File: src/rtl/leaderboard_stable_sort_top_k_top_macros.svh
// Assertion macros for the leaderboard block.
// The asserting module supplies clk and arst_n.
`ifndef LEADERBOARD_STABLE_SORT_TOP_K_TOP_MACROS_SVH
`define LEADERBOARD_STABLE_SORT_TOP_K_TOP_MACROS_SVH

// Same-cycle implication, checked outside reset
`define LB_ASSERT_IMPLIES(label, ante, cons) \
	label: assert property (@(posedge clk) disable iff (!arst_n) (ante) |-> (cons)) \
		else $error("lbsort: same-cycle check failed");

// Next-cycle implication, checked outside reset
`define LB_ASSERT_NEXT(label, ante, cons) \
	label: assert property (@(posedge clk) disable iff (!arst_n) (ante) |=> (cons)) \
		else $error("lbsort: next-cycle check failed");

`endif

File: src/rtl/lbsort_pkg.sv
package lbsort_pkg;

	localparam int LB_MAX_SLOTS = 64;
	localparam int LB_TOP_COUNT = 5;

	localparam int LB_CAR_W  = 16;
	localparam int LB_LAPS_W = 10;
	localparam int LB_BOX_W  = 8;
	localparam int LB_TEAM_W = 6;
	localparam int LB_CPT_W  = 7;

	localparam logic [LB_CPT_W-1:0] LB_CPT_RESET = 7'd2;
	localparam logic [LB_CPT_W-1:0] LB_CPT_MAX   = 7'd64;

	// One stored slot record
	typedef struct packed {
		logic [LB_TEAM_W-1:0] team;
		logic [LB_BOX_W-1:0]  box_stops;
		logic [LB_LAPS_W-1:0] laps;
		logic [LB_CAR_W-1:0]  car_number;
		logic                 present;
	} lb_rec_t;

	// Sequencer states, one-hot
	typedef enum logic [2:0] {
		ST_IDLE = 3'b001,
		ST_SCAN = 3'b010,
		ST_OUT  = 3'b100
	} lb_state_t;

	// Zero counts as one car per team, large values saturate
	function automatic logic [LB_CPT_W-1:0] lb_clamp_cpt(input logic [LB_CPT_W-1:0] v);
		logic [LB_CPT_W-1:0] r;
		if (v == '0) begin
			r = 7'd1;
		end else if (v > LB_CPT_MAX) begin
			r = LB_CPT_MAX;
		end else begin
			r = v;
		end
		return r;
	endfunction

endpackage

File: src/rtl/lbsort_ifs.sv
// Slot word channel
interface lbsort_slot_if;
	import lbsort_pkg::*;
	logic                 valid;
	logic                 ready;
	logic                 present;
	logic [LB_CAR_W-1:0]  car_number;
	logic [LB_LAPS_W-1:0] laps;
	logic [LB_BOX_W-1:0]  box_stops;
	logic                 last_slot;

	modport source(output valid, present, car_number, laps, box_stops, last_slot,
		input ready);
	modport sink(input valid, present, car_number, laps, box_stops, last_slot,
		output ready);
endinterface

// Report word channel
interface lbsort_report_if;
	import lbsort_pkg::*;
	logic                 valid;
	logic                 ready;
	logic [LB_CAR_W-1:0]  car_number_out;
	logic [LB_TEAM_W-1:0] team_index;
	logic [LB_LAPS_W-1:0] laps_out;
	logic [LB_BOX_W-1:0]  box_stops_out;
	logic                 is_last_place;
	logic                 no_car;
	logic                 end_of_run;

	modport source(output valid, car_number_out, team_index, laps_out, box_stops_out,
		is_last_place, no_car, end_of_run, input ready);
	modport sink(input valid, car_number_out, team_index, laps_out, box_stops_out,
		is_last_place, no_car, end_of_run, output ready);
endinterface

// Cars-per-team register write channel
interface lbsort_cfg_if;
	import lbsort_pkg::*;
	logic                valid;
	logic                ready;
	logic [LB_CPT_W-1:0] data;

	modport source(output valid, data, input ready);
	modport sink(input valid, data, output ready);
endinterface

File: src/rtl/lbsort_ram.sv
module lbsort_ram #(
	parameter int WIDTH = 41,
	parameter int DEPTH = 64
) (
	input  logic                     clk,
	input  logic                     we,
	input  logic [$clog2(DEPTH)-1:0] waddr,
	input  logic [WIDTH-1:0]         wdata,
	input  logic                     re,
	input  logic [$clog2(DEPTH)-1:0] raddr,
	output logic [WIDTH-1:0]         rdata
);
	logic [WIDTH-1:0] mem_q [DEPTH];

	// Write port
	always_ff @(posedge clk) begin
		if (we) begin
			mem_q[waddr] <= wdata;
		end
	end

	// Registered read port
	always_ff @(posedge clk) begin
		if (re) begin
			rdata <= mem_q[raddr];
		end
	end
endmodule

File: src/rtl/leaderboard_stable_sort_top_k_top.sv
// Leaderboard: ranks a table of car slots by laps and reports the leaders.
// Channels: slot (valid/ready) carries one slot word per cycle in slot order;
// cfg (valid/ready, always ready) writes cars_per_team; the user writes only
// while idle (not enforced); report (valid/ready) returns the ranked words.
// Loading: one slot word per cycle. The word with last_slot starts the report
// and the slot channel stays not ready until the final report word is taken.
// Report: the shared compare unit scans the stored table once per reported
// rank (one RAM read per cycle, registered data), and each word waits in the
// output register until taken. With n present cars the report holds
// min(n, TOP_COUNT) ranked words and then the last-place word with end_of_run;
// an empty table gives one no_car word. Equal laps keep load order.
// Reset: counters and output valid/end flags clear at once, cars_per_team
// goes to 2; the record RAM is not cleared, no clearing pass is needed.
// A stalled receiver holds the current report word in the output register
// and the scan sequencer waits.
module leaderboard_stable_sort_top_k_top #(
	parameter int MAX_SLOTS = lbsort_pkg::LB_MAX_SLOTS,
	parameter int TOP_COUNT = lbsort_pkg::LB_TOP_COUNT
) (
	input  logic         clk,
	input  logic         arst_n,
	lbsort_slot_if.sink  slot,
	lbsort_cfg_if.sink   cfg,
	lbsort_report_if.source report
);
	import lbsort_pkg::*;

	localparam int AW = $clog2(MAX_SLOTS);
	localparam int CW = $clog2(MAX_SLOTS + 1);
	localparam int PW = $clog2(TOP_COUNT + 1);
	localparam int MW = (CW > PW) ? CW : PW;

	lb_state_t state_q;

	logic [LB_CPT_W-1:0]  cpt_q;
	logic [CW-1:0]        loaded_q;
	logic [LB_TEAM_W-1:0] team_q;
	logic [LB_TEAM_W-1:0] pos_q;

	logic [CW-1:0]        rd_cnt_q;
	logic                 rd_vld_s1;
	logic [AW-1:0]        rd_idx_s1;
	logic [PW-1:0]        pass_q;
	logic [CW-1:0]        n_q;
	lb_rec_t              best_q;
	logic [AW-1:0]        best_idx_q;
	logic                 best_vld_q;
	logic [LB_LAPS_W-1:0] prev_laps_q;
	logic [AW-1:0]        prev_idx_q;
	lb_rec_t              last_rec_q;
	logic                 more_q;

	logic                 out_vld_q;
	logic [LB_CAR_W-1:0]  out_car_q;
	logic [LB_TEAM_W-1:0] out_team_q;
	logic [LB_LAPS_W-1:0] out_laps_q;
	logic [LB_BOX_W-1:0]  out_box_q;
	logic                 out_lastpl_q;
	logic                 out_nocar_q;
	logic                 out_end_q;

	logic                 slot_acc;
	logic                 store_we;
	lb_rec_t              wr_rec;
	lb_rec_t              rd_rec;
	logic [$bits(lb_rec_t)-1:0] rd_raw;
	logic                 rd_en;
	logic                 scan_done;
	logic                 cand;
	logic                 take_best;
	logic                 take_last;
	logic                 out_take;
	logic [PW-1:0]        pass_next;
	logic                 more_next;
	logic [LB_CPT_W-1:0]  cpt_eff;
	logic                 team_wrap;

	// Handshakes
	assign slot.ready = (state_q == ST_IDLE);
	assign cfg.ready  = 1'b1;
	assign slot_acc   = slot.valid && slot.ready;
	assign out_take   = out_vld_q && report.ready;

	// Record write on load
	assign store_we = slot_acc && (loaded_q < CW'(MAX_SLOTS));
	always_comb begin
		wr_rec            = '0;
		wr_rec.present    = slot.present;
		wr_rec.car_number = slot.car_number;
		wr_rec.laps       = slot.laps;
		wr_rec.box_stops  = slot.box_stops;
		wr_rec.team       = team_q;
	end

	assign rd_en = (state_q == ST_SCAN) && (rd_cnt_q < loaded_q);

	lbsort_ram #(
		.WIDTH($bits(lb_rec_t)),
		.DEPTH(MAX_SLOTS)
	) u_store (
		.clk   (clk),
		.we    (store_we),
		.waddr (loaded_q[AW-1:0]),
		.wdata (wr_rec),
		.re    (rd_en),
		.raddr (rd_cnt_q[AW-1:0]),
		.rdata (rd_raw)
	);
	assign rd_rec = lb_rec_t'(rd_raw);

	// Team tagging
	assign cpt_eff   = lb_clamp_cpt(cpt_q);
	assign team_wrap = ({1'b0, pos_q} + 7'd1) >= cpt_eff;

	// Shared compare unit: next record in rank order after the previous pick
	always_comb begin
		cand = rd_vld_s1 && rd_rec.present &&
			((pass_q == '0) || (rd_rec.laps < prev_laps_q) ||
			((rd_rec.laps == prev_laps_q) && (rd_idx_s1 > prev_idx_q)));
		take_best = cand && (!best_vld_q || (rd_rec.laps > best_q.laps));
		take_last = rd_vld_s1 && rd_rec.present && (pass_q == '0) &&
			((n_q == '0) || (rd_rec.laps <= last_rec_q.laps));
	end

	assign scan_done = (state_q == ST_SCAN) && (rd_cnt_q == loaded_q) && !rd_vld_s1;
	assign pass_next = pass_q + PW'(1);
	assign more_next = (pass_next < PW'(TOP_COUNT)) && (MW'(pass_next) < MW'(n_q));

	// Configuration register
	always_ff @(posedge clk or negedge arst_n) begin
		if (!arst_n) begin
			cpt_q <= LB_CPT_RESET;
		end else if (cfg.valid && cfg.ready) begin
			cpt_q <= cfg.data;
		end
	end

	// Load counters; clear after the final report word
	always_ff @(posedge clk or negedge arst_n) begin
		if (!arst_n) begin
			loaded_q <= '0;
			team_q   <= '0;
			pos_q    <= '0;
		end else if (out_take && out_end_q) begin
			loaded_q <= '0;
			team_q   <= '0;
			pos_q    <= '0;
		end else if (store_we) begin
			loaded_q <= loaded_q + CW'(1);
			if (team_wrap) begin
				pos_q  <= '0;
				team_q <= team_q + LB_TEAM_W'(1);
			end else begin
				pos_q <= pos_q + LB_TEAM_W'(1);
			end
		end
	end

	// Read pipeline
	always_ff @(posedge clk or negedge arst_n) begin
		if (!arst_n) begin
			rd_vld_s1 <= 1'b0;
		end else begin
			rd_vld_s1 <= rd_en;
		end
	end
	always_ff @(posedge clk) begin
		rd_idx_s1 <= rd_cnt_q[AW-1:0];
	end

	// Candidate payload registers
	always_ff @(posedge clk) begin
		if (take_best) begin
			best_q     <= rd_rec;
			best_idx_q <= rd_idx_s1;
		end
		if (take_last) begin
			last_rec_q <= rd_rec;
		end
		if (scan_done) begin
			prev_laps_q <= best_q.laps;
			prev_idx_q  <= best_idx_q;
		end
	end

	// Sequencer
	always_ff @(posedge clk or negedge arst_n) begin
		if (!arst_n) begin
			state_q    <= ST_IDLE;
			rd_cnt_q   <= '0;
			pass_q     <= '0;
			n_q        <= '0;
			best_vld_q <= 1'b0;
			more_q     <= 1'b0;
			out_vld_q  <= 1'b0;
			out_end_q  <= 1'b0;
		end else begin
			case (state_q)
				ST_IDLE: begin
					if (slot_acc && slot.last_slot) begin
						state_q    <= ST_SCAN;
						rd_cnt_q   <= '0;
						pass_q     <= '0;
						n_q        <= '0;
						best_vld_q <= 1'b0;
					end
				end
				ST_SCAN: begin
					if (rd_en) begin
						rd_cnt_q <= rd_cnt_q + CW'(1);
					end
					if (take_best) begin
						best_vld_q <= 1'b1;
					end
					if (rd_vld_s1 && rd_rec.present && (pass_q == '0)) begin
						n_q <= n_q + CW'(1);
					end
					if (scan_done) begin
						state_q   <= ST_OUT;
						out_vld_q <= 1'b1;
						if (n_q == '0) begin
							out_end_q <= 1'b1;
						end else begin
							out_end_q <= 1'b0;
							pass_q    <= pass_next;
							more_q    <= more_next;
						end
					end
				end
				ST_OUT: begin
					if (out_take) begin
						if (out_end_q) begin
							state_q   <= ST_IDLE;
							out_vld_q <= 1'b0;
							out_end_q <= 1'b0;
						end else if (more_q) begin
							state_q    <= ST_SCAN;
							out_vld_q  <= 1'b0;
							rd_cnt_q   <= '0;
							best_vld_q <= 1'b0;
						end else begin
							out_end_q <= 1'b1;
						end
					end
				end
				default: begin
					state_q   <= ST_IDLE;
					out_vld_q <= 1'b0;
					out_end_q <= 1'b0;
				end
			endcase
		end
	end

	// Output word payload
	always_ff @(posedge clk) begin
		if (scan_done) begin
			if (n_q == '0) begin
				out_car_q    <= '0;
				out_team_q   <= '0;
				out_laps_q   <= '0;
				out_box_q    <= '0;
				out_lastpl_q <= 1'b0;
				out_nocar_q  <= 1'b1;
			end else begin
				out_car_q    <= best_q.car_number;
				out_team_q   <= best_q.team;
				out_laps_q   <= best_q.laps;
				out_box_q    <= best_q.box_stops;
				out_lastpl_q <= 1'b0;
				out_nocar_q  <= 1'b0;
			end
		end else if ((state_q == ST_OUT) && out_take && !out_end_q && !more_q) begin
			out_car_q    <= last_rec_q.car_number;
			out_team_q   <= last_rec_q.team;
			out_laps_q   <= last_rec_q.laps;
			out_box_q    <= last_rec_q.box_stops;
			out_lastpl_q <= 1'b1;
			out_nocar_q  <= 1'b0;
		end
	end

	assign report.valid          = out_vld_q;
	assign report.car_number_out = out_car_q;
	assign report.team_index     = out_team_q;
	assign report.laps_out       = out_laps_q;
	assign report.box_stops_out  = out_box_q;
	assign report.is_last_place  = out_lastpl_q;
	assign report.no_car         = out_nocar_q;
	assign report.end_of_run     = out_end_q;

`include "leaderboard_stable_sort_top_k_top_macros.svh"

	`LB_ASSERT_IMPLIES(a_no_load_during_report, report.valid, !slot.ready)
	`LB_ASSERT_IMPLIES(a_loaded_bound, 1'b1, loaded_q <= CW'(MAX_SLOTS))
	`LB_ASSERT_NEXT(a_clear_after_run, out_take && out_end_q, (loaded_q == '0) && slot.ready)
	`LB_ASSERT_IMPLIES(a_read_only_in_scan, rd_vld_s1, state_q == ST_SCAN)

endmodule

File: src/flat_wrapper.sv
// flat-port wrapper written by rule: the top's interface ports become plain ports
module leaderboard_stable_sort_top_k_top_flat import lbsort_pkg::*;
#(
	parameter int MAX_SLOTS = lbsort_pkg::LB_MAX_SLOTS,
	parameter int TOP_COUNT = lbsort_pkg::LB_TOP_COUNT
)
  (clk, arst_n, slot_valid, slot_present, slot_car_number, slot_laps, slot_box_stops, slot_last_slot, slot_ready, cfg_valid, cfg_data, cfg_ready, report_valid, report_car_number_out, report_team_index, report_laps_out, report_box_stops_out, report_is_last_place, report_no_car, report_end_of_run, report_ready);
  lbsort_slot_if slot_i ();
  lbsort_cfg_if cfg_i ();
  lbsort_report_if report_i ();
  input  logic clk;
  input  logic arst_n;
  input wire logic [$bits(slot_i.valid)-1:0] slot_valid;
  input wire logic [$bits(slot_i.present)-1:0] slot_present;
  input wire logic [$bits(slot_i.car_number)-1:0] slot_car_number;
  input wire logic [$bits(slot_i.laps)-1:0] slot_laps;
  input wire logic [$bits(slot_i.box_stops)-1:0] slot_box_stops;
  input wire logic [$bits(slot_i.last_slot)-1:0] slot_last_slot;
  output wire logic [$bits(slot_i.ready)-1:0] slot_ready;
  input wire logic [$bits(cfg_i.valid)-1:0] cfg_valid;
  input wire logic [$bits(cfg_i.data)-1:0] cfg_data;
  output wire logic [$bits(cfg_i.ready)-1:0] cfg_ready;
  output wire logic [$bits(report_i.valid)-1:0] report_valid;
  output wire logic [$bits(report_i.car_number_out)-1:0] report_car_number_out;
  output wire logic [$bits(report_i.team_index)-1:0] report_team_index;
  output wire logic [$bits(report_i.laps_out)-1:0] report_laps_out;
  output wire logic [$bits(report_i.box_stops_out)-1:0] report_box_stops_out;
  output wire logic [$bits(report_i.is_last_place)-1:0] report_is_last_place;
  output wire logic [$bits(report_i.no_car)-1:0] report_no_car;
  output wire logic [$bits(report_i.end_of_run)-1:0] report_end_of_run;
  input wire logic [$bits(report_i.ready)-1:0] report_ready;
  assign slot_i.valid = slot_valid;
  assign slot_i.present = slot_present;
  assign slot_i.car_number = slot_car_number;
  assign slot_i.laps = slot_laps;
  assign slot_i.box_stops = slot_box_stops;
  assign slot_i.last_slot = slot_last_slot;
  assign slot_ready = slot_i.ready;
  assign cfg_i.valid = cfg_valid;
  assign cfg_i.data = cfg_data;
  assign cfg_ready = cfg_i.ready;
  assign report_valid = report_i.valid;
  assign report_car_number_out = report_i.car_number_out;
  assign report_team_index = report_i.team_index;
  assign report_laps_out = report_i.laps_out;
  assign report_box_stops_out = report_i.box_stops_out;
  assign report_is_last_place = report_i.is_last_place;
  assign report_no_car = report_i.no_car;
  assign report_end_of_run = report_i.end_of_run;
  assign report_i.ready = report_ready;
  leaderboard_stable_sort_top_k_top #(.MAX_SLOTS(MAX_SLOTS), .TOP_COUNT(TOP_COUNT)) u_core (.clk(clk), .arst_n(arst_n), .slot(slot_i), .cfg(cfg_i), .report(report_i));
endmodule
File: config.mk
export PLATFORM = sky130hd
export DESIGN_NAME = leaderboard_stable_sort_top_k_top_flat
export DESIGN_NICKNAME = d
export VERILOG_FILES = /design/src/rtl/lbsort_pkg.sv /design/src/rtl/lbsort_ifs.sv /design/src/rtl/lbsort_ram.sv /design/src/rtl/leaderboard_stable_sort_top_k_top.sv /design/src/flat_wrapper.sv
export VERILOG_INCLUDE_DIRS = /design/src /design/src/rtl
export SDC_FILE = /design/constraint.sdc
export NUM_CORES = 2
export LEC_CHECK = 0
export BUFFER_PORTS_ARGS = -buffer_cell sky130_fd_sc_hd__buf_4
export CAP_MARGIN = 15
export CORE_MARGIN = 10
export CORE_UTILIZATION = 55
export CTS_CLUSTER_DIAMETER = 60
export DETAILED_ROUTE_END_ITERATION = 6
export GPL_ROUTABILITY_DRIVEN = 0
export HOLD_SLACK_MARGIN = 0.03
export MAX_ROUTING_LAYER = met4
export PLACE_DENSITY_LB_ADDON = 0.3
export SYNTH_ARGS = -nofsm -noshare
export SYNTH_HDL_FRONTEND = slang
export SYNTH_SLANG_ARGS = --single-unit
File: constraint.sdc
create_clock -name clk -period 11.2 [get_ports clk]
set_clock_uncertainty 0.2 [all_clocks]
set_input_delay 3.36 -clock clk [delete_from_list [all_inputs] [get_ports clk]]
set_output_delay 3.36 -clock clk [all_outputs]
set_load 0.01 [all_outputs]
# --- Yosys cells after proc, flatten, opt, wreduce, memory -nomap -nowiden ---
# Memories as Yosys holds them, arrays and structs flattened. A register that Yosys moved wholly into a read port is not among the register bits.
# Cells that the tools add are included.
word_totals:
  register_bits: 201
  mem_bits_rw: 2624
  inputBits: 48
  n_memories: 1
classes:
  add_sub_neg: 7
  order_cmp: 10
  eq_ne: 15
  n_mux: 60
  n_bitwise: 2
  reduce_logical: 43
memory_table:
  columns: ["name", "depth", "width", "rd", "rd_ports_with_merged_regs", "write_ports", "line", "source"]
  rows:
  - ["u_core.u_store.mem_q", 64, 41, 1, 1, 1, "lbsort_ram.sv:13", "logic [WIDTH-1:0] mem_q [DEPTH];"]
op_table:
  columns: ["cell", "n"]
  rows:
  - ["$mux 7", 10]
  - ["$mux 6", 9]
  - ["$mux 16", 3]
  - ["$mux 10", 3]
  - ["$mux 3", 8]
  - ["$mux 8", 3]
  - ["$add 7x1->7 const B", 3]
  - ["$pmux 7 s3", 1]
  - ["$logic_and 1x1->1", 18]
  - ["$mux 1", 17]
  - ["$logic_not 7->1", 2]
  - ["$pmux 7 s2", 1]
  - ["$add 6x1->6 const B", 2]
  - ["$ne 2x1->1 const B", 6]
  - ["$reduce_and 4->1", 3]
  - ["$reduce_and 6->1", 2]
  - ["$eq 10x10->1", 1]
  - ["$gt 10x10->1", 1]
  - ["$le 10x10->1", 1]
  - ["$lt 10x10->1", 1]
  - ["$pmux 1 s3", 3]
  - ["$pmux 3 s3", 1]
  - ["$reduce_and 3->1", 3]
  - ["$reduce_bool 2->1", 4]
  - ["22 further kinds", 31]

# --- Depth between registers and ports, before layout ---
logic_depth:
  ltp_word: 7
  mapped_depth: 13

# --- Cells and area by module ---
# Synthesis repeated with hierarchy kept, for this count alone.
hier_totals:
  hier_cells: 4966
  area_unflattened_um2: 109502.5
modules_own_cells:
  columns: ["module", "instances", "cells_per_inst", "area_per_inst_um2", "seq_area_each_um2"]
  rows:
  - ["lbsort_ram", 1, 4226, 100518.9, 80026.8]
  - ["leaderboard_stable_sort_top_k_top", 1, 740, 8983.6, 5713.0]

# --- Least setup slack after synthesis ---
# OpenSTA, ideal clock, no wires.
synth_timing:
  path_kind: "input -> register"
  start: "input report_ready"
  end: "register u_core.out_box_q[0], in the netlist u_core.report.box_stops_out[0] (enable)"
  setup_ns: 0.496
  arrival_ns: 6.400
  setup_slack_ns: 4.104
  stages: 2
  path_buffers: 0
  cell_sequence: "nand2_1 o21ai_0"
synth_via:
  elab_chain_cells: 5
synth_rtl:
  columns: ["element", "line", "source"]
  rows:
  - ["from (decl)", "flat_wrapper.sv:31", "input wire logic [$bits(report_i.ready)-1:0] report_ready;"]
  - ["$logic_and 1x1->1", "leaderboard_stable_sort_top_k_top.sv:82", "assign out_take = out_vld_q && report.ready;"]
  - ["$logic_and 1x1->1 (3 in a row)", "leaderboard_stable_sort_top_k_top.sv:273", "end else if ((state_q == ST_OUT) && out_take && !out_end_q && !more_q) begin"]
  - ["$reduce_bool 2->1 (no line)", null, null]
  - ["to (signal assigned)", "leaderboard_stable_sort_top_k_top.sv:269", "out_box_q <= best_q.box_stops;"]
  - ["to (signal assigned)", "leaderboard_stable_sort_top_k_top.sv:277", "out_box_q <= last_rec_q.box_stops;"]
  - ["to (decl)", "leaderboard_stable_sort_top_k_top.sv:57", "logic [LB_BOX_W-1:0] out_box_q;"]
# Every way passes these cells.
# A chain may end at the register's enable or synchronous reset.

# --- Worst setup path in the final report ---
layout_timing:
  start: "input slot_valid"
  end: "memory u_core.u_store.mem_q[19][8] (enable)"
layout_via:
  elab_chain_cells: 4
layout_rtl:
  columns: ["element", "line", "source"]
  rows:
  - ["from (decl)", "flat_wrapper.sv:13", "input wire logic [$bits(slot_i.valid)-1:0] slot_valid;"]
  - ["$logic_and 1x1->1", "leaderboard_stable_sort_top_k_top.sv:81", "assign slot_acc = slot.valid && slot.ready;"]
  - ["$logic_and 1x1->1", "leaderboard_stable_sort_top_k_top.sv:85", "assign store_we = slot_acc && (loaded_q < CW'(MAX_SLOTS));"]
  - ["$mux 1", "lbsort_ram.sv:17", "if (we) begin"]
  - ["$mux 1 (not written as such)", "lbsort_ram.sv:18", "mem_q[waddr] <= wdata;"]
  - ["to (decl)", "lbsort_ram.sv:13", null]
# Every way passes these cells.

==> flow_metrics.env <==
export IMPL_grt_pass1_wl_um=396000
export IMPL_nFillCells=13021
export IMPL_wl_per_cell_um=34.5
export IMPL_synth_cell_types=67
export IMPL_hold_buffers=0
export IMPL_ios=94
export IMPL_ys_seq_area_frac=0.786
export IMPL_io_buffers=92
export IMPL_coreArea_um2=197000
export IMPL_fp_dieArea_um2=216000
export IMPL_path_buf_inv=2
export IMPL_post_cts_resized=0
export IMPL_cts_sinks=2866
export IMPL_start_util=0.553
export IMPL_power_per_cell_area_nw_per_um2=173
export IMPL_clk_latency_ps=930
export IMPL_syn_nets=5012
export IMPL_ant_nets=0
export IMPL_fmax_mhz=168
export IMPL_fin_total_pwr_mw=21.2
export IMPL_dp_hpwl_um=158000
export IMPL_final_max_slew_viol_count=0
export IMPL_setup_tns_ps=0
export IMPL_die_x_um=465
export IMPL_viasPerCell=6.63
export IMPL_startpoint="slot_valid"
export IMPL_area_growth_pct=12.6
export IMPL_maxCapViolations=0
export IMPL_synth_edf_count=2808
export IMPL_clockBufferDepth=4
export IMPL_tightest_slew_ps=1290
export IMPL_critPathRequiredTime_ps=11560
export IMPL_peakVddDrop_v=0.000169
export IMPL_avgSynthCellArea_um2=22.2
export IMPL_post_cts_buffers=0
export IMPL_cts_tree="done"
export IMPL_status="finished, final reports clean"
export IMPL_drc=0
export IMPL_r2r_start="u_core.rd_cnt_q[0]$_DFFE_PN0P_"
export IMPL_r2r_slack_ps=6150
export IMPL_min_delay_start="u_core.best_idx_q[5]$_DFFE_PP_"
export IMPL_drt_initial_drc_count=7441
export IMPL_critical_path_class="in2reg"
export IMPL_fin_nets=5291
export IMPL_synth_seq_cells=2866
export IMPL_critPathArrivalTime_ps=6310
export IMPL_drive_gt1_frac=0.258
export IMPL_fin_crit_sh=0.531
export IMPL_grt_overflow=0
export IMPL_min_path_type="reg2reg"
export IMPL_track_usage=0.263
export IMPL_async_reset_ff_frac=0.0178
export IMPL_wirelength_um=277000
export IMPL_synth_area_um2=109000
export IMPL_hold_viol=0
export IMPL_rows=163
export IMPL_yosys_warnings=0
export IMPL_critical_path_max_stage_delay_ps=810
export IMPL_cts_root_buf="clkbuf_16"
export IMPL_htree_levels=5
export IMPL_regArea_um2=85800
export IMPL_cts_buffers=299
export IMPL_ys_flop_type="edfxtp_1"
export IMPL_slew_headroom=0.130
export IMPL_dieHeight_um=465
export IMPL_rsz0062_at_grt="false"
export IMPL_hold_depth=0
export IMPL_crit_family="simple AND/OR/NAND/NOR gates"
export IMPL_r2r_end="u_core.u_store.rdata[33]$_DFFE_PP_"
export IMPL_leakagePower_nw=39.8
export IMPL_path_clk_slew_ps=60
export IMPL_grt_pass1_vias=52752
export IMPL_drt_pass1_iter_count=6
export IMPL_antenna_found_initial=22
export IMPL_vias=53253
export IMPL_r2r_cells=7
export IMPL_multi_input_area_um2=22600
export IMPL_cp_common_cell="buf_4"
export IMPL_crit_chain="buf_4 -> and3_1 -> nand3_2 -> nor2_4 -> buf_4"
export IMPL_whs_endpoint="u_core.prev_idx_q[5]$_DFFE_PP_"
export IMPL_post_route_min_period_ps=5950
export IMPL_start_kind="input port"
export IMPL_finalSetupViolCount=0
export IMPL_netlist_instances=4904
export IMPL_critPathMaxFanout=23
export IMPL_grt_max_degree=103
export IMPL_endpoint_kind="flop"
export IMPL_crit_slowest_cell="nand3_2"
synthesized netlist by cell type (3+ instances only):
| cell type | count | share of area |
|---|---|---|
| edfxtp_1 | 2808 | 0.77 |
| mux4_2 | 656 | 0.14 |
| nand2_1 | 162 | 0.0056 |
| clkbuf_1 | 147 | 0.0051 |
| a22oi_1 | 125 | 0.0086 |
| nor2_1 | 106 | 0.0036 |
| nand3_1 | 91 | 0.0042 |
| buf_2 | 85 | 0.0039 |
| a22o_1 | 75 | 0.0060 |
| a221oi_1 | 72 | 0.0058 |
| ha_1 | 60 | 0.0069 |
| o21ai_0 | 60 | 0.0028 |
| inv_1 | 54 | 0.0019 |
| mux2i_1 | 53 | 0.0049 |
| dfrtp_1 | 49 | 0.011 |
| o211ai_1 | 46 | 0.0032 |
| a21oi_1 | 43 | 0.0020 |
| o221ai_1 | 32 | 0.0026 |
| buf_1 | 24 | 0.00083 |
| mux2_2 | 9 | 0.00093 |
| nor2b_1 | 9 | 0.00052 |
| a21o_1 | 8 | 0.00055 |
| and3_1 | 8 | 0.00046 |
| xnor2_1 | 8 | 0.00064 |
| dfxtp_1 | 7 | 0.0013 |
| nand2b_1 | 7 | 0.00040 |
| o2111ai_1 | 7 | 0.00056 |
| or3_1 | 7 | 0.00040 |
| or4_1 | 7 | 0.00048 |
| nand4_1 | 6 | 0.00034 |
| nor3_1 | 6 | 0.00028 |
| o22ai_1 | 6 | 0.00034 |
| and2_1 | 5 | 0.00029 |
| o31ai_1 | 5 | 0.00034 |
| a31oi_1 | 4 | 0.00023 |
| o21a_1 | 3 | 0.00021 |
| o41ai_1 | 3 | 0.00024 |
| or2_2 | 3 | 0.00017 |
| xor2_1 | 3 | 0.00024 |
how the worst max path moves through the flow:
stage	endpoint	depth (start not counted)	slack, ps
after floorplan	u_core.report.box_stops_out[0]$_DFFE_PP_	2	4100
after global placement	u_core.u_store.mem_q[19][39]$_DFFE_PP_	5	4470
after detailed placement	u_core.u_store.mem_q[19][11]$_DFFE_PP_	5	4450
after CTS	u_core.u_store.mem_q[19][13]$_DFFE_PP_	5	5400
after global routing	u_core.u_store.mem_q[19][11]$_DFFE_PP_	5	5280
final	u_core.u_store.mem_q[19][8]$_DFFE_PP_	5	5250
sequential cells by signal, indices dropped and copies added, names as in the netlist, 7 cells and up:
register / count
u_core.cpt_q: 7
u_core.u_store.rdata: 41
u_core.report.laps_out: 10
u_core.best_q: 40
u_core.rd_cnt_q: 7
u_core.prev_laps_q: 10
u_core.last_rec_q: 40
u_core.u_store.mem_q: 2624
u_core.report.car_number_out: 16
u_core.loaded_q: 7
u_core.report.box_stops_out: 8
u_core.n_q: 7
power by group:
group          leakage, nW  switching [mW]  internal [mW]
clock network         4.39            3.92           5.38
registers             27.0         0.00198           11.7
logic                 8.37           0.179         0.0150
total                 39.8            4.10           17.1
logic make-up (layout without fill, tap and decap cells):
group,after synthesis,after routing,share of synthesized area
other,1,11,0.0000344
DFF,2866,2866,0.786
and+or+nand+nor,435,435,0.0184
adders and majority gates,60,60,0.00689
muxes,718,718,0.141
buffers and inverters,316,794,0.0120
AOI/OAI and AO/OA,497,497,0.0340
xor gates and xnor gates,11,11,0.000884
layout make-up:
cell class | instances | share of cell area
Sequential cell | 2866 | 0.699
Inverter | 57 | 0.00174
Multi-Input combinational cell | 1722 | 0.184
Clock inverter | 139 | 0.00950
Tap cell | 2640 | 0.0269
Antenna cell | 10 | 0.000204
Timing Repair Buffer | 237 | 0.0153
Clock buffer | 361 | 0.0636
through the flow:
| step | instances | util | hold WS (ps) | instance area, um^2 | setup WS (ps) |
|---|---|---|---|---|---|
| 6_report | 8032 | 0.622 | 219 | 123000 | 5250 |
| 5_1_grt | 8027 | 0.622 | 226 | 123000 | 5280 |
| 4_1_cts | 8021 | 0.622 | 221 | 123000 | 5400 |
| 3_5_place_dp | 7521 | 0.577 | 209 | 114000 | 4450 |
| 3_3_place_gp | 7521 | 0.577 | 200 | 114000 | 4470 |
| 2_1_floorplan | 4904 | - | 172 | 109000 | 4100 |
routing by layer:
metal | part of all wire | up-vias | track usage
met5 | 0 | - | -
met4 | 0.043 | 0 | 0.0977
met3 | 0.10 | 495 | 0.0552
met2 | 0.49 | 3113 | 0.409
met1 | 0.36 | 28270 | 0.346
li1 | - | 21375 | -
layout by cell type, fill, tap and decap left out, drive strengths merged, types with 6 or more instances in the layout:
cell type / instances
or4: 7
nor3: 6
a221oi: 72
o22ai: 6
bufinv: 19
diode: 10
buf: 237
nor2: 106
or3: 7
nand2: 163
o221ai: 32
edfxtp: 2808
mux2: 9
xnor2: 8
clkinv: 106
a22oi: 125
clkbuf: 361
nand2b: 7
a21oi: 43
o2111ai: 7
a21o: 8
nand3: 92
mux4: 656
o21ai: 61
dfxtp: 7
o211ai: 46
and3: 8
ha: 60
mux2i: 53
dfrtp: 49
nand4: 7
a22o: 75
nor2b: 9
inv: 64
clkinvlp: 7
(Power assumes the default switching activity.)
